$ cat src/hw/rtl/ssba_pkg.sv
// ----------------------------------------------------------------------------
// ssba_pkg
// Shared types, codes and helpers of the swap slot bitmap allocator.
// ----------------------------------------------------------------------------
package ssba_pkg;

  localparam int SEC_W     = 13;  // sector address width
  localparam int CFG_W     = 11;  // slot count register width
  localparam int STATUS_W  = 2;
  localparam int WORD_BITS = 64;  // slots held in one map row
  localparam int BIT_W     = 6;   // bit index within a row

  localparam int MAX_SLOTS_DEF        = 1024;
  localparam int SECTORS_PER_SLOT_DEF = 8;

  localparam logic [CFG_W-1:0] CFG_RESET = 11'd1024;

  localparam logic OP_ALLOC = 1'b0;
  localparam logic OP_FREE  = 1'b1;

  localparam logic [STATUS_W-1:0] STATUS_OK   = 2'd0;
  localparam logic [STATUS_W-1:0] STATUS_FULL = 2'd1;
  localparam logic [STATUS_W-1:0] STATUS_BAD  = 2'd2;

  typedef struct packed {
    logic             operation;
    logic [SEC_W-1:0] sector_address;
  } in_item_t;

  typedef struct packed {
    logic [SEC_W-1:0]    allocated_sector;
    logic [STATUS_W-1:0] status;
  } out_item_t;

  typedef enum logic [2:0] {
    ST_CLEAR,
    ST_IDLE,
    ST_SCAN,
    ST_ALLOC_MUL,
    ST_FREE_QUO,
    ST_FREE_MUL,
    ST_FREE_CHK,
    ST_DONE
  } state_t;

  // Lowest clear bit of a row, found by halving the window six times.
  // Only meaningful when the row has a clear bit.
  function automatic logic [BIT_W-1:0] first_zero(input logic [WORD_BITS-1:0] word);
    logic [WORD_BITS-1:0] v;
    logic [BIT_W-1:0]     idx;
    v   = ~word;
    idx = '0;
    for (int lvl = BIT_W - 1; lvl >= 0; lvl--) begin
      if ((v & ((WORD_BITS'(1) << (1 << lvl)) - WORD_BITS'(1))) == '0) begin
        v        = v >> (1 << lvl);
        idx[lvl] = 1'b1;
      end
    end
    return idx;
  endfunction

endpackage

$ cat src/hw/rtl/ssba_map.sv
// ----------------------------------------------------------------------------
// ssba_map
// Slot usage map: one synchronous row memory with registered read data and
// a clearing sweep after reset, one row per cycle.
// ----------------------------------------------------------------------------
module ssba_map #(
  parameter int WORDS = 16,
  parameter int AW    = 4
) (
  input  logic                           clk,
  input  logic                           rst_n,
  input  logic [AW-1:0]                  rd_addr,
  output logic [ssba_pkg::WORD_BITS-1:0] rd_data,
  input  logic                           wr_en,
  input  logic [AW-1:0]                  wr_addr,
  input  logic [ssba_pkg::WORD_BITS-1:0] wr_data,
  output logic                           busy
);

  logic [ssba_pkg::WORD_BITS-1:0] mem [WORDS];
  logic [ssba_pkg::WORD_BITS-1:0] rd_data_r;
  logic [AW-1:0]                  clr_idx_r;
  logic                           busy_r;

  always_ff @(posedge clk) begin
    if (!rst_n) begin
      busy_r    <= 1'b1;
      clr_idx_r <= '0;
    end else if (busy_r) begin
      if (clr_idx_r == AW'(WORDS - 1)) begin
        busy_r <= 1'b0;
      end
      clr_idx_r <= clr_idx_r + AW'(1);
    end
  end

  always_ff @(posedge clk) begin
    if (busy_r) begin
      mem[clr_idx_r] <= '0;
    end else if (wr_en) begin
      mem[wr_addr] <= wr_data;
    end
    rd_data_r <= mem[rd_addr];
  end

  assign rd_data = rd_data_r;
  assign busy    = busy_r;

endmodule

$ cat src/hw/rtl/swap_slot_bitmap_allocator_top.sv
// ----------------------------------------------------------------------------
// swap_slot_bitmap_allocator_top
// First-fit swap slot allocator over a bitmap of page-sized slots.
// ----------------------------------------------------------------------------
// Input channel (in_valid/in_ready, in_data): an allocate or a free request.
// Result channel (out_valid/out_ready, out_data): one result per request,
// in request order. cfg_wr_en/cfg_wr_data write the slot count; write it
// only while no request is outstanding.
// The map lives in a row memory of 64 slots per row, with registered read
// data. Allocate reads rows in order, one per cycle, until a row with a
// free slot below the slot count turns up, reading at most ceil(count/64)
// rows, 16 at the defaults; with none it answers full, and a slot count of
// zero reads no row.
// Free divides by the slot size with a reciprocal multiply, reads the row,
// checks and writes back.
// One request is in work at a time; the next is taken once the previous
// result is in the output register, so a stalled receiver holds one result
// while one more request completes behind it.
// After reset the map is swept clear, one row per cycle; in_ready stays low
// meanwhile.
// ----------------------------------------------------------------------------
module swap_slot_bitmap_allocator_top #(
  parameter int MAX_SLOTS        = ssba_pkg::MAX_SLOTS_DEF,
  parameter int SECTORS_PER_SLOT = ssba_pkg::SECTORS_PER_SLOT_DEF
) (
  input  logic                         clk,
  input  logic                         rst_n,
  input  logic                         in_valid,
  output logic                         in_ready,
  input  ssba_pkg::in_item_t           in_data,
  output logic                         out_valid,
  input  logic                         out_ready,
  output ssba_pkg::out_item_t          out_data,
  input  logic                         cfg_wr_en,
  input  logic [ssba_pkg::CFG_W-1:0]   cfg_wr_data
);

  localparam int WB        = ssba_pkg::WORD_BITS;
  localparam int BW        = ssba_pkg::BIT_W;
  localparam int SEC_W     = ssba_pkg::SEC_W;
  localparam int NUM_WORDS = (MAX_SLOTS + WB - 1) / WB;
  localparam int WIDX_W    = (NUM_WORDS > 1) ? $clog2(NUM_WORDS) : 1;
  localparam int SLOT_W    = WIDX_W + BW;
  localparam int ISS_W     = $clog2(NUM_WORDS + 1);
  localparam int CNT_W     = (SEC_W > $clog2(MAX_SLOTS + 1)) ? SEC_W : $clog2(MAX_SLOTS + 1);
  localparam int SPS_W     = $clog2(SECTORS_PER_SLOT + 1);
  localparam int DIV_SH    = SEC_W + $clog2(SECTORS_PER_SLOT);
  localparam int RECIP     = ((1 << DIV_SH) + SECTORS_PER_SLOT - 1) / SECTORS_PER_SLOT;
  localparam int RECIP_W   = SEC_W + 2;
  localparam int PROD_W    = SEC_W + RECIP_W;
  localparam int FB_W      = SEC_W + SPS_W;
  localparam int SP_W      = SLOT_W + SPS_W;

  ssba_pkg::state_t    state_r, state_nxt;
  logic [SEC_W-1:0]    sector_r, sector_nxt;
  logic [PROD_W-1:0]   prod_r, prod_nxt;
  logic [SEC_W-1:0]    q_r, q_nxt;
  logic [FB_W-1:0]     base_r, base_nxt;
  logic [ISS_W-1:0]    issue_r, issue_nxt;
  logic                pend_r, pend_nxt;
  logic [WIDX_W-1:0]   pidx_r, pidx_nxt;
  logic [SLOT_W-1:0]   slot_r, slot_nxt;
  ssba_pkg::out_item_t res_r, res_nxt;
  logic                out_valid_r, out_valid_nxt;
  ssba_pkg::out_item_t out_data_r, out_data_nxt;
  logic [ssba_pkg::CFG_W-1:0] cfg_slots_r;

  logic [WIDX_W-1:0]   rd_addr;
  logic [WB-1:0]       rd_data;
  logic                wr_en;
  logic [WIDX_W-1:0]   wr_addr;
  logic [WB-1:0]       wr_data;
  logic                map_busy;

  logic [CNT_W-1:0]    n_act;
  logic [CNT_W-1:0]    words_act;
  logic                can_issue;
  logic [CNT_W-1:0]    row_base;
  logic [CNT_W-1:0]    row_lim;
  logic [WB-1:0]       avail;
  logic [WB-1:0]       busy_word;
  logic                hit;
  logic [BW-1:0]       hit_bit;
  logic [CNT_W-1:0]    q_ext;
  logic [WIDX_W-1:0]   q_row;
  logic [BW-1:0]       q_bit;
  logic                q_ok;
  logic [SP_W-1:0]     alloc_prod;

  ssba_map #(
    .WORDS (NUM_WORDS),
    .AW    (WIDX_W)
  ) u_map (
    .clk     (clk),
    .rst_n   (rst_n),
    .rd_addr (rd_addr),
    .rd_data (rd_data),
    .wr_en   (wr_en),
    .wr_addr (wr_addr),
    .wr_data (wr_data),
    .busy    (map_busy)
  );

  // Active slot count, saturated to the map size
  assign n_act = (CNT_W'(cfg_slots_r) > CNT_W'(MAX_SLOTS)) ? CNT_W'(MAX_SLOTS)
                                                            : CNT_W'(cfg_slots_r);
  assign words_act = (n_act + CNT_W'(WB - 1)) >> BW;
  assign can_issue = CNT_W'(issue_r) < words_act;

  // Slots at or above the count look used, so the scan never picks them
  assign row_base  = CNT_W'({pidx_r, {BW{1'b0}}});
  assign row_lim   = n_act - row_base;
  assign avail     = (row_lim >= CNT_W'(WB)) ? '1 : ((WB'(1) << row_lim) - WB'(1));
  assign busy_word = rd_data | ~avail;
  assign hit       = pend_r && (busy_word != '1);
  assign hit_bit   = ssba_pkg::first_zero(busy_word);

  assign q_ext = CNT_W'(q_r);
  assign q_row = q_ext[SLOT_W-1:BW];
  assign q_bit = q_ext[BW-1:0];
  assign q_ok  = (q_ext < n_act) && (base_r == FB_W'(sector_r)) && rd_data[q_bit];

  assign alloc_prod = SP_W'(slot_r) * SP_W'(SECTORS_PER_SLOT);

  assign in_ready  = (state_r == ssba_pkg::ST_IDLE);
  assign out_valid = out_valid_r;
  assign out_data  = out_data_r;

  always_comb begin
    state_nxt     = state_r;
    sector_nxt    = sector_r;
    prod_nxt      = prod_r;
    q_nxt         = q_r;
    base_nxt      = base_r;
    issue_nxt     = issue_r;
    pend_nxt      = pend_r;
    pidx_nxt      = pidx_r;
    slot_nxt      = slot_r;
    res_nxt       = res_r;
    out_valid_nxt = out_valid_r;
    out_data_nxt  = out_data_r;
    rd_addr       = issue_r[WIDX_W-1:0];
    wr_en         = 1'b0;
    wr_addr       = pidx_r;
    wr_data       = rd_data | (WB'(1) << hit_bit);

    if (out_valid_r && out_ready) begin
      out_valid_nxt = 1'b0;
    end

    case (state_r)
      ssba_pkg::ST_CLEAR: begin
        if (!map_busy) begin
          state_nxt = ssba_pkg::ST_IDLE;
        end
      end
      ssba_pkg::ST_IDLE: begin
        if (in_valid) begin
          sector_nxt = in_data.sector_address;
          prod_nxt   = PROD_W'(in_data.sector_address) * PROD_W'(RECIP);
          issue_nxt  = '0;
          pend_nxt   = 1'b0;
          if (in_data.operation == ssba_pkg::OP_FREE) begin
            state_nxt = ssba_pkg::ST_FREE_QUO;
          end else begin
            state_nxt = ssba_pkg::ST_SCAN;
          end
        end
      end
      ssba_pkg::ST_SCAN: begin
        // Issue the next row while the previous one is checked
        pend_nxt = 1'b0;
        if (can_issue) begin
          issue_nxt = issue_r + ISS_W'(1);
          pend_nxt  = 1'b1;
          pidx_nxt  = issue_r[WIDX_W-1:0];
        end
        if (hit) begin
          wr_en     = 1'b1;
          slot_nxt  = {pidx_r, hit_bit};
          state_nxt = ssba_pkg::ST_ALLOC_MUL;
        end else if (!pend_r && !can_issue) begin
          res_nxt.allocated_sector = '0;
          res_nxt.status           = ssba_pkg::STATUS_FULL;
          state_nxt                = ssba_pkg::ST_DONE;
        end
      end
      ssba_pkg::ST_ALLOC_MUL: begin
        res_nxt.allocated_sector = SEC_W'(alloc_prod);
        res_nxt.status           = ssba_pkg::STATUS_OK;
        state_nxt                = ssba_pkg::ST_DONE;
      end
      ssba_pkg::ST_FREE_QUO: begin
        q_nxt     = SEC_W'(prod_r >> DIV_SH);
        state_nxt = ssba_pkg::ST_FREE_MUL;
      end
      ssba_pkg::ST_FREE_MUL: begin
        base_nxt  = FB_W'(q_r) * FB_W'(SECTORS_PER_SLOT);
        rd_addr   = q_row;
        state_nxt = ssba_pkg::ST_FREE_CHK;
      end
      ssba_pkg::ST_FREE_CHK: begin
        res_nxt.allocated_sector = '0;
        wr_addr                  = q_row;
        wr_data                  = rd_data & ~(WB'(1) << q_bit);
        if (q_ok) begin
          wr_en          = 1'b1;
          res_nxt.status = ssba_pkg::STATUS_OK;
        end else begin
          res_nxt.status = ssba_pkg::STATUS_BAD;
        end
        state_nxt = ssba_pkg::ST_DONE;
      end
      ssba_pkg::ST_DONE: begin
        // Hold until the output register is free
        if (!out_valid_r || out_ready) begin
          out_valid_nxt = 1'b1;
          out_data_nxt  = res_r;
          state_nxt     = ssba_pkg::ST_IDLE;
        end
      end
      default: begin
        state_nxt = ssba_pkg::ST_IDLE;
      end
    endcase
  end

  always_ff @(posedge clk) begin
    if (!rst_n) begin
      state_r     <= ssba_pkg::ST_CLEAR;
      issue_r     <= '0;
      pend_r      <= 1'b0;
      out_valid_r <= 1'b0;
      cfg_slots_r <= ssba_pkg::CFG_RESET;
    end else begin
      state_r     <= state_nxt;
      issue_r     <= issue_nxt;
      pend_r      <= pend_nxt;
      out_valid_r <= out_valid_nxt;
      if (cfg_wr_en) begin
        cfg_slots_r <= cfg_wr_data;
      end
    end
  end

  always_ff @(posedge clk) begin
    sector_r   <= sector_nxt;
    prod_r     <= prod_nxt;
    q_r        <= q_nxt;
    base_r     <= base_nxt;
    pidx_r     <= pidx_nxt;
    slot_r     <= slot_nxt;
    res_r      <= res_nxt;
    out_data_r <= out_data_nxt;
  end

  a_scan_write_needs_data: assert property (@(posedge clk) disable iff (!rst_n)
    (wr_en && state_r == ssba_pkg::ST_SCAN) |-> pend_r)
    else $error("allocation write without row data");

  a_alloc_sets_one_bit: assert property (@(posedge clk) disable iff (!rst_n)
    (wr_en && state_r == ssba_pkg::ST_SCAN) |->
      ($countones(wr_data ^ rd_data) == 1 && (rd_data & ~wr_data) == '0))
    else $error("allocation must set exactly one bit");

  a_free_clears_one_bit: assert property (@(posedge clk) disable iff (!rst_n)
    (wr_en && state_r == ssba_pkg::ST_FREE_CHK) |->
      ($countones(wr_data ^ rd_data) == 1 && (wr_data & ~rd_data) == '0))
    else $error("free must clear exactly one bit");

  a_alloc_in_range: assert property (@(posedge clk) disable iff (!rst_n)
    (state_r == ssba_pkg::ST_ALLOC_MUL) |-> (CNT_W'(slot_r) < n_act))
    else $error("allocated slot beyond slot count");

  a_transfer_leaves_idle: assert property (@(posedge clk) disable iff (!rst_n)
    (in_valid && in_ready) |=> (state_r != ssba_pkg::ST_IDLE && state_r != ssba_pkg::ST_CLEAR))
    else $error("request transfer did not start work");

endmodule

$ cat config.mk
export PLATFORM = sky130hd
export DESIGN_NAME = swap_slot_bitmap_allocator_top
export DESIGN_NICKNAME = d
export VERILOG_FILES = /design/src/hw/rtl/ssba_pkg.sv /design/src/hw/rtl/ssba_map.sv /design/src/hw/rtl/swap_slot_bitmap_allocator_top.sv
export SDC_FILE = /design/constraint.sdc
export NUM_CORES = 2
export LEC_CHECK = 0
export BUFFER_PORTS_ARGS = -buffer_cell sky130_fd_sc_hd__buf_2
export CORE_MARGIN = 3
export CORE_UTILIZATION = 30
export DETAILED_ROUTE_END_ITERATION = 16
export GPL_TIMING_DRIVEN = 0
export PLACE_DENSITY = 0.46
export SETUP_SLACK_MARGIN = 0.15
export SYNTH_ARGS = -nofsm -noshare
export SYNTH_HDL_FRONTEND = slang
export SYNTH_HIERARCHICAL = 1
export SYNTH_SLANG_ARGS = --single-unit
$ cat constraint.sdc
create_clock -name clk -period 9.8 [get_ports clk]
set_clock_uncertainty 0.15 [all_clocks]
set_input_delay 0.98 -clock clk [delete_from_list [all_inputs] [get_ports clk]]
set_output_delay 0.98 -clock clk [all_outputs]
set_load 0.01 [all_outputs]
### Word-level counts from Yosys, hierarchy flattened

Memories as Yosys holds them, arrays and structs flattened. A register that Yosys moved wholly into a read port is not among the register bits.
Index checks and enable logic that the tools add are counted.

| storage, ports and cells | value |
|---|---|
| flip-flop bits (word level) | 103 |
| latch bits | 0 |
| bits in writable memories | 1,024 |
| ROM bits | 0 |
| input bits | 30 |
| output and inout bits | 17 |
| word-level logic and storage cells | 132 |
| memories kept | 1 |

Memory list:

| memory | depth | bits a word | read ports | clocked after Yosys merged registers in | wr ports | RTL line | RTL |
|---|---|---|---|---|---|---|---|
| u_map.mem | 16 | 64 | 1 | 1 | 1 | ssba_map.sv:20 | `logic [ssba_pkg::WORD_BITS-1:0] mem [WORDS];` |

| cells by class | value |
|---|---|
| add/subtract/negate cells | 5 |
| multiply operators | 0 |
| divide/modulo/power cells | 0 |
| magnitude comparators | 5 |
| equal/unequal tests | 17 |
| shift-type cells | 3 |
| multiplexer cells | 51 |
| bitwise operators | 6 |
| reduce and logical (&&, ||, !) cells | 28 |

Operators by type and width:

| operator | number |
|---|---|
| 64-bit logical NOT | 6 |
| 64-bit two-way mux | 3 |
| 64-bit inverter | 2 |
| 64-bit OR | 2 |
| 1-bit by 6-bit left shift with 64-bit output (first input constant) | 2 |
| 64-bit AND | 1 |
| 64-bit inequality test (second input constant) | 1 |
| 64-bit OR reduction | 1 |
| 1-bit by 13-bit left shift with 64-bit output (first input constant) | 1 |
| 64-bit by 1-bit subtractor with 64-bit output (second input constant) | 1 |
| 63-bit inverter | 1 |
| 15-bit two-way mux | 3 |
| 15-bit one-hot mux with 3 select lines | 1 |
| 31-bit two-way mux | 1 |
| 1-bit two-way mux | 23 |
| 3-bit two-way mux | 7 |
| 3-bit one-hot mux with 7 select lines | 1 |
| 13-bit equality test | 1 |
| 13-bit by 7-bit greater-or-equal comparator with 1-bit output (second input constant) | 1 |
| 11-bit by 6-bit adder with 12-bit output (second input constant) | 1 |
| 3-bit equality test (second input constant) | 4 |
| 4-bit two-way mux | 3 |
| 2-bit inequality test (second input constant) | 6 |
| 11-bit by 10-bit subtractor with 12-bit output | 1 |
| other kinds (27) | 41 |

### Depth between registers and ports, before layout

| logic depth | value |
|---|---|
| depth in word-level cells | 25 |
| depth in mapped cells | 34 |
| mapped depth without buffers | 27 |

### Modules after synthesis

Netlist, hierarchy kept.

Modules (own cells, without submodules):

| module | instances | cells an instance | area an instance (um^2) | sequential area each (um^2) |
|---|---|---|---|---|
| ssba_map | 1 | 1,755 | 40,317.4 | 32,130.8 |
| swap_slot_bitmap_allocator_top | 1 | 1,228 | 9,830.7 | 2,552.4 |

### Worst setup path after synthesis

Ideal clock, no wire load.

| timing path | value |
|---|---|
| path type | register to register |
| from | register cfg_slots_r[10] (netlist bit) |
| to | memory u_map/mem[10][0] (netlist bit), enable pin |
| setup time | 0.487 ns |
| arrival time | 9.392 ns |
| required time | 9.163 ns |
| setup slack | -0.229 ns |
| cell stages (with the launch flop) | 28 |
| buffers on the path | 4 |
| period minus slack after synthesis | 10.029 ns |
| cells stage by stage | dfxtp_1 clkbuf_1 clkinv_1 clkbuf_1 nand2_1 ha_1 inv_1 ha_1 or3_1 o22a_4 xnor2_2 nor3_2 clkbuf_1 clkbuf_1 nand3_1 ha_1 and2_1 a41oi_1 a2111oi_1 nor4bb_1 o211ai_1 nor3_2 nand2_2 nor4_1 o22ai_1 nand2b_1 a31oi_1 nor2_1 |

| between the ends | value |
|---|---|
| longest elaborated chain between the ends | 17 |
| elaborated cells on any way between the ends | 23 |
| those cells by class | add/sub: 2; order compare: 3; eq/ne: 1; shift: 1; mux: 10; bitwise: 2; reduce/logical: 4 |

Ends and longest elaborated chain:

| item | RTL line | RTL |
|---|---|---|
| from (decl) | swap_slot_bitmap_allocator_top.sv:66 | `logic [ssba_pkg::CFG_W-1:0] cfg_slots_r;` |
| from (signal assigned) | swap_slot_bitmap_allocator_top.sv:234 | `cfg_slots_r <= ssba_pkg::CFG_RESET;` |
| from (signal assigned) | swap_slot_bitmap_allocator_top.sv:241 | `cfg_slots_r <= cfg_wr_data;` |
| 11-bit greater-than comparator | swap_slot_bitmap_allocator_top.sv:105 | `assign n_act = (CNT_W'(cfg_slots_r) > CNT_W'(MAX_SLOTS)) ? CNT_W'(MAX_SLOTS)` |
| 11-bit two-way mux * | swap_slot_bitmap_allocator_top.sv:105 |  |
| 11-bit by 10-bit subtractor with 12-bit output | swap_slot_bitmap_allocator_top.sv:112 | `assign row_lim = n_act - row_base;` |
| 1-bit by 13-bit left shift with 64-bit output | swap_slot_bitmap_allocator_top.sv:113 | `assign avail = (row_lim >= CNT_W'(WB)) ? '1 : ((WB'(1) << row_lim) - WB'(1));` |
| 64-bit by 1-bit subtractor with 64-bit output | swap_slot_bitmap_allocator_top.sv:113 |  |
| 64-bit two-way mux | swap_slot_bitmap_allocator_top.sv:113 |  |
| 64-bit inverter | swap_slot_bitmap_allocator_top.sv:114 | `assign busy_word = rd_data \| ~avail;` |
| 64-bit OR | swap_slot_bitmap_allocator_top.sv:114 |  |
| (+2 left out) | - |  |
| 1-bit two-way mux | swap_slot_bitmap_allocator_top.sv:178 | `if (hit) begin` |
| 1-bit one-hot mux with 2 select lines * | swap_slot_bitmap_allocator_top.sv:151 | `case (state_r)` |
| net wr_en | swap_slot_bitmap_allocator_top.sv:70 | `logic wr_en;` |
| 1-bit two-way mux * | ssba_map.sv:40 | `end else if (wr_en) begin` |
| 1-bit two-way mux * | ssba_map.sv:38 | `if (busy_r) begin` |
| 1-bit two-way mux (implied by the code) * | ssba_map.sv:41 | `mem[wr_addr] <= wr_data;` |
| 64-bit OR reduction (no line) | - |  |
| 4-bit two-way mux (no line) / 1-bit two-way mux (equally long branches) | - |  |
| to (decl) | ssba_map.sv:20 |  |

The timed path passes the listed nets; every way through them passes the cells marked *.

### Worst setup path after layout

| timing path | value |
|---|---|
| from | register cfg_slots_r[10] (netlist bit) |
| to | register slot_r[1] (data pin) |

| between the ends | value |
|---|---|
| longest elaborated chain between the ends | 19 |
| elaborated cells on any way between the ends | 20 |
| those cells by class | add/sub: 2; order compare: 2; shift: 1; mux: 7; bitwise: 3; reduce/logical: 5 |

Ends and longest elaborated chain:

| item | RTL line | RTL |
|---|---|---|
| 11-bit greater-than comparator | swap_slot_bitmap_allocator_top.sv:105 |  |
| 11-bit two-way mux * | swap_slot_bitmap_allocator_top.sv:105 |  |
| 11-bit by 10-bit subtractor with 12-bit output * | swap_slot_bitmap_allocator_top.sv:112 |  |
| 1-bit by 13-bit left shift with 64-bit output | swap_slot_bitmap_allocator_top.sv:113 |  |
| 64-bit by 1-bit subtractor with 64-bit output | swap_slot_bitmap_allocator_top.sv:113 |  |
| 64-bit two-way mux * | swap_slot_bitmap_allocator_top.sv:113 |  |
| 64-bit inverter * | swap_slot_bitmap_allocator_top.sv:114 |  |
| 64-bit OR * | swap_slot_bitmap_allocator_top.sv:114 |  |
| (+4 left out) | - |  |
| 15-bit two-way mux * | ssba_pkg.sv:54 | `if ((v & ((WORD_BITS'(1) << (1 << lvl)) - WORD_BITS'(1))) == '0) begin` |
| 64-bit logical NOT | ssba_pkg.sv:54 |  |
| 7-bit two-way mux * | ssba_pkg.sv:54 |  |
| 64-bit logical NOT | ssba_pkg.sv:54 |  |
| 3-bit two-way mux * | ssba_pkg.sv:54 |  |
| 64-bit logical NOT * | ssba_pkg.sv:54 |  |
| 1-bit two-way mux * | ssba_pkg.sv:54 |  |
| net hit_bit[1] | swap_slot_bitmap_allocator_top.sv:83 | `logic [BW-1:0] hit_bit;` |
| to (signal assigned) | swap_slot_bitmap_allocator_top.sv:252 | `slot_r <= slot_nxt;` |
| to (decl) | swap_slot_bitmap_allocator_top.sv:62 | `logic [SLOT_W-1:0] slot_r, slot_nxt;` |

Marked as above.
A chain may end at the register's enable or synchronous reset.

==> results.sh <==
export IMPL_outcome="completed"
export IMPL_max_stage_delay_ps=1080
export IMPL_dieArea_um2=172100
export IMPL_hold_class="in2reg"
export IMPL_start_util=0.3029
export IMPL_worst_slew_pin_slew_ps=1438
export IMPL_syn_inst=2983
export IMPL_die_h_um=414.9
export IMPL_dp_hpwl_um=121400
export IMPL_syn_to_final_growth_pct=18.71
export IMPL_finalPower_mw=11.41
export IMPL_min_period_ps=9532
export IMPL_io_buffers=43
export IMPL_slew_headroom=0.03369
export IMPL_grt_pass1_vias=30580
export IMPL_nets=3315
export IMPL_p_leak_nw=19.73
export IMPL_die_w_um=414.9
export IMPL_cp_arrival_ps=9720
export IMPL_synth_top_area_frac=0.6557
export IMPL_clkSinkCount=1185
export IMPL_antenna_found_initial=8
export IMPL_viasPerCell=5.445
export IMPL_grt_overflow=0
export IMPL_holdBufCountCts=0
export IMPL_drv_cap=0
export IMPL_maxSlewViolCount=0
export IMPL_drc=0
export IMPL_startpoint_type="flop"
export IMPL_drt_first_iter_violations=2969
export IMPL_period_share=0.9727
export IMPL_ys_ff_latch=1185
export IMPL_setup_violations_final=0
export IMPL_cp_max_fo=10
export IMPL_wire_per_inst_um=31.09
export IMPL_synth_largest_area_cell="edfxtp_1"
export IMPL_ys_flop_type="edfxtp_1"
export IMPL_powerDensity_nw_per_um2=191.7
export IMPL_clockBufferDepth=3
export IMPL_yosys_top_cells_count="1095 x edfxtp_1, 277 x mux4_2, 176 x nand2_1"
export IMPL_rows=149
export IMPL_final_area_um2=59530
export IMPL_cp_slowest_cell="a211oi_1"
export IMPL_yosys_cell_types_count=111
export IMPL_hold_ws_ps=223.7
export IMPL_fmax_mhz=104.9
export IMPL_ir_drop_mv=0.1214
export IMPL_dr_pass1_iters=5
export IMPL_syn_area_um2=50150
export IMPL_setup_slack_ps=267.6
export IMPL_final_antenna_net_count=0
export IMPL_dp_slack_ps=-2903
export IMPL_clk_latency_ps=790
export IMPL_vias=30280
export IMPL_required_ps=9990
export IMPL_cts_made_buffers=131
export IMPL_wl_um=172900
export IMPL_worstSetupEndpointType="flop"
export IMPL_synth_edf_count=1095
export IMPL_rsz0062_at_grt="yes"
export IMPL_netlist_top_cells_area="edfxtp_1 66%, mux4_2 12%, dfxtp_1 3.6%"
export IMPL_routabilityCongestion=0.9436
export IMPL_synth_seq_area_share=0.6916
export IMPL_synth_async_reset_ratio=0
export IMPL_post_place_cells=5275
export IMPL_cts_tree="built"
export IMPL_setup_tns_ps=0
export IMPL_core_area_um2=165500
export IMPL_grtUsageTotal=0.1982
export IMPL_ios=47
export IMPL_stdcell_count=5561
export IMPL_critPathKind="reg2reg"
export IMPL_ys_warn_count=6
export IMPL_synth_avg_cell_area_um2=16.81
export IMPL_grt_start_max_net_pins=22
export IMPL_path_clk_slew_ps=60
export IMPL_ctsRootBufferMaster="clkbuf_16"
export IMPL_h_tree_depth=4
export IMPL_post_route_util=0.3596
export IMPL_grt_pass1_wl_um=242900
export IMPL_post_dp_cell_area_um2=54480
export IMPL_layout_drive_gt1_share=0.2492
export IMPL_timing_critical_path_mode_cell="ha_1"
export IMPL_synth_most_common_cell="edfxtp_1"
export IMPL_final_hold_viol_count=0
-- registers in the layout, summed over array words and instances, names as in the netlist --
| signal | cells |
|---|---|
| u_map/clr_idx_r | 4 |
| state_r | 3 |
| issue_r | 5 |
| u_map/rd_data | 64 |
| q_ext | 10 |
| slot_r | 10 |
| res_r | 12 |
| pend_r | 1 |
| base_r | 10 |
| u_map/mem | 1024 |
| out_data | 12 |
| sector_r | 13 |
| pidx_r | 4 |
| u_map/busy | 1 |
| cfg_slots_r | 11 |
| out_valid | 1 |
-- cells in the final DEF (no fill, tap or decap), types with 20 or more instances in the layout --
| master | n |
|---|---|
| buf_12 | 51 |
| nand2_1 | 176 |
| nor2_1 | 106 |
| o21ai_0 | 141 |
| clkbuf_16 | 133 |
| mux4_2 | 277 |
| dfxtp_1 | 89 |
| a21oi_1 | 53 |
| clkinv_1 | 23 |
| edfxtp_1 | 1095 |
| clkbuf_1 | 127 |
| buf_2 | 70 |
| nor2b_1 | 23 |
| nor4_1 | 20 |
| nor3_1 | 45 |
| nand3_1 | 43 |
| and2_4 | 27 |
| inv_1 | 25 |
| or3_1 | 20 |
| a22oi_1 | 129 |
| o21ai_1 | 21 |
| and2_1 | 39 |
| and2_2 | 23 |
| buf_4 | 54 |
| a31oi_1 | 25 |
| nand4_1 | 24 |
-- per-layer routing --
layer  share of wire  GRT usage
met4           0.039    0.07633
met3           0.062    0.03497
met1            0.45     0.2811
met2            0.45     0.3033
met5               0          0
-- layout make-up --
cell class / count / area (µm²)
Tap cell: 2189 / 2739
Clock buffer: 181 / 3598
Timing Repair Buffer: 146 / 1822
Multi-Input combinational cell: 1599 / 15100
Antenna cell: 1 / 2.502
Clock inverter: 57 / 603.1
Inverter: 30 / 117.6
Sequential cell: 1185 / 34680
Buffer: 173 / 865.8
Fill cell: 15700 / 106000
-- worst max-delay path, delay by kind of cell (launching register included) --
kind / cells / cell delay (ps)
compound gates: 10 / 3680
simple gates: 7 / 2020
buf+inv: 9 / 1820
fa+ha+maj: 3 / 720
flops: 1 / 440
xor+xnor: 1 / 190
-- worst paths after layout --
kind                                 from                    end  slack [ps]  depth (start not counted)
max          cfg_slots_r[10]$_SDFFE_PN1P_    slot_r[1]$_DFFE_PP_         270                         30
min                            in_data[0]  sector_r[0]$_DFFE_PP_         220                          1
max reg2reg  cfg_slots_r[10]$_SDFFE_PN1P_    slot_r[1]$_DFFE_PP_         270                         30
min reg2reg            res_r[5]$_DFFE_PP_  out_data[5]$_DFFE_PP_         270                          0
-- power breakdown --
group | total, mW | switching (mW) | internal, mW | leakage (nW)
Combinational | 0.862 | 0.539 | 0.323 | 5.92
Sequential | 5.75 | 0.139 | 5.61 | 11.8
Clock | 4.80 | 2.02 | 2.77 | 2.03
Total | 11.4 | 2.70 | 8.71 | 19.7
-- kinds of logic (layout without fill, tap and decap cells) --
logic type	after synthesis	count (layout)	synth area share
AO/OA/AOI/OAI	561	561	0.07707
buffers and inverters	203	587	0.01901
adder cells (fa/ha/maj)	20	20	0.004940
other	1	4	0.00007478
multiplexers	297	297	0.1286
AND/OR/NAND/NOR	688	690	0.07348
flip-flops	1185	1185	0.6916
XOR/XNOR	28	28	0.005190
-- what timing repair did --
action / CTS / global route
gates cloned: 0 / 2
gates resized for setup: 102 / 61
pin swaps: 17 / 4
setup endpoints to repair: 2065 / 1630
buffers inserted: 40 / 5
Note: power is estimated with default switching activity, not from simulation.
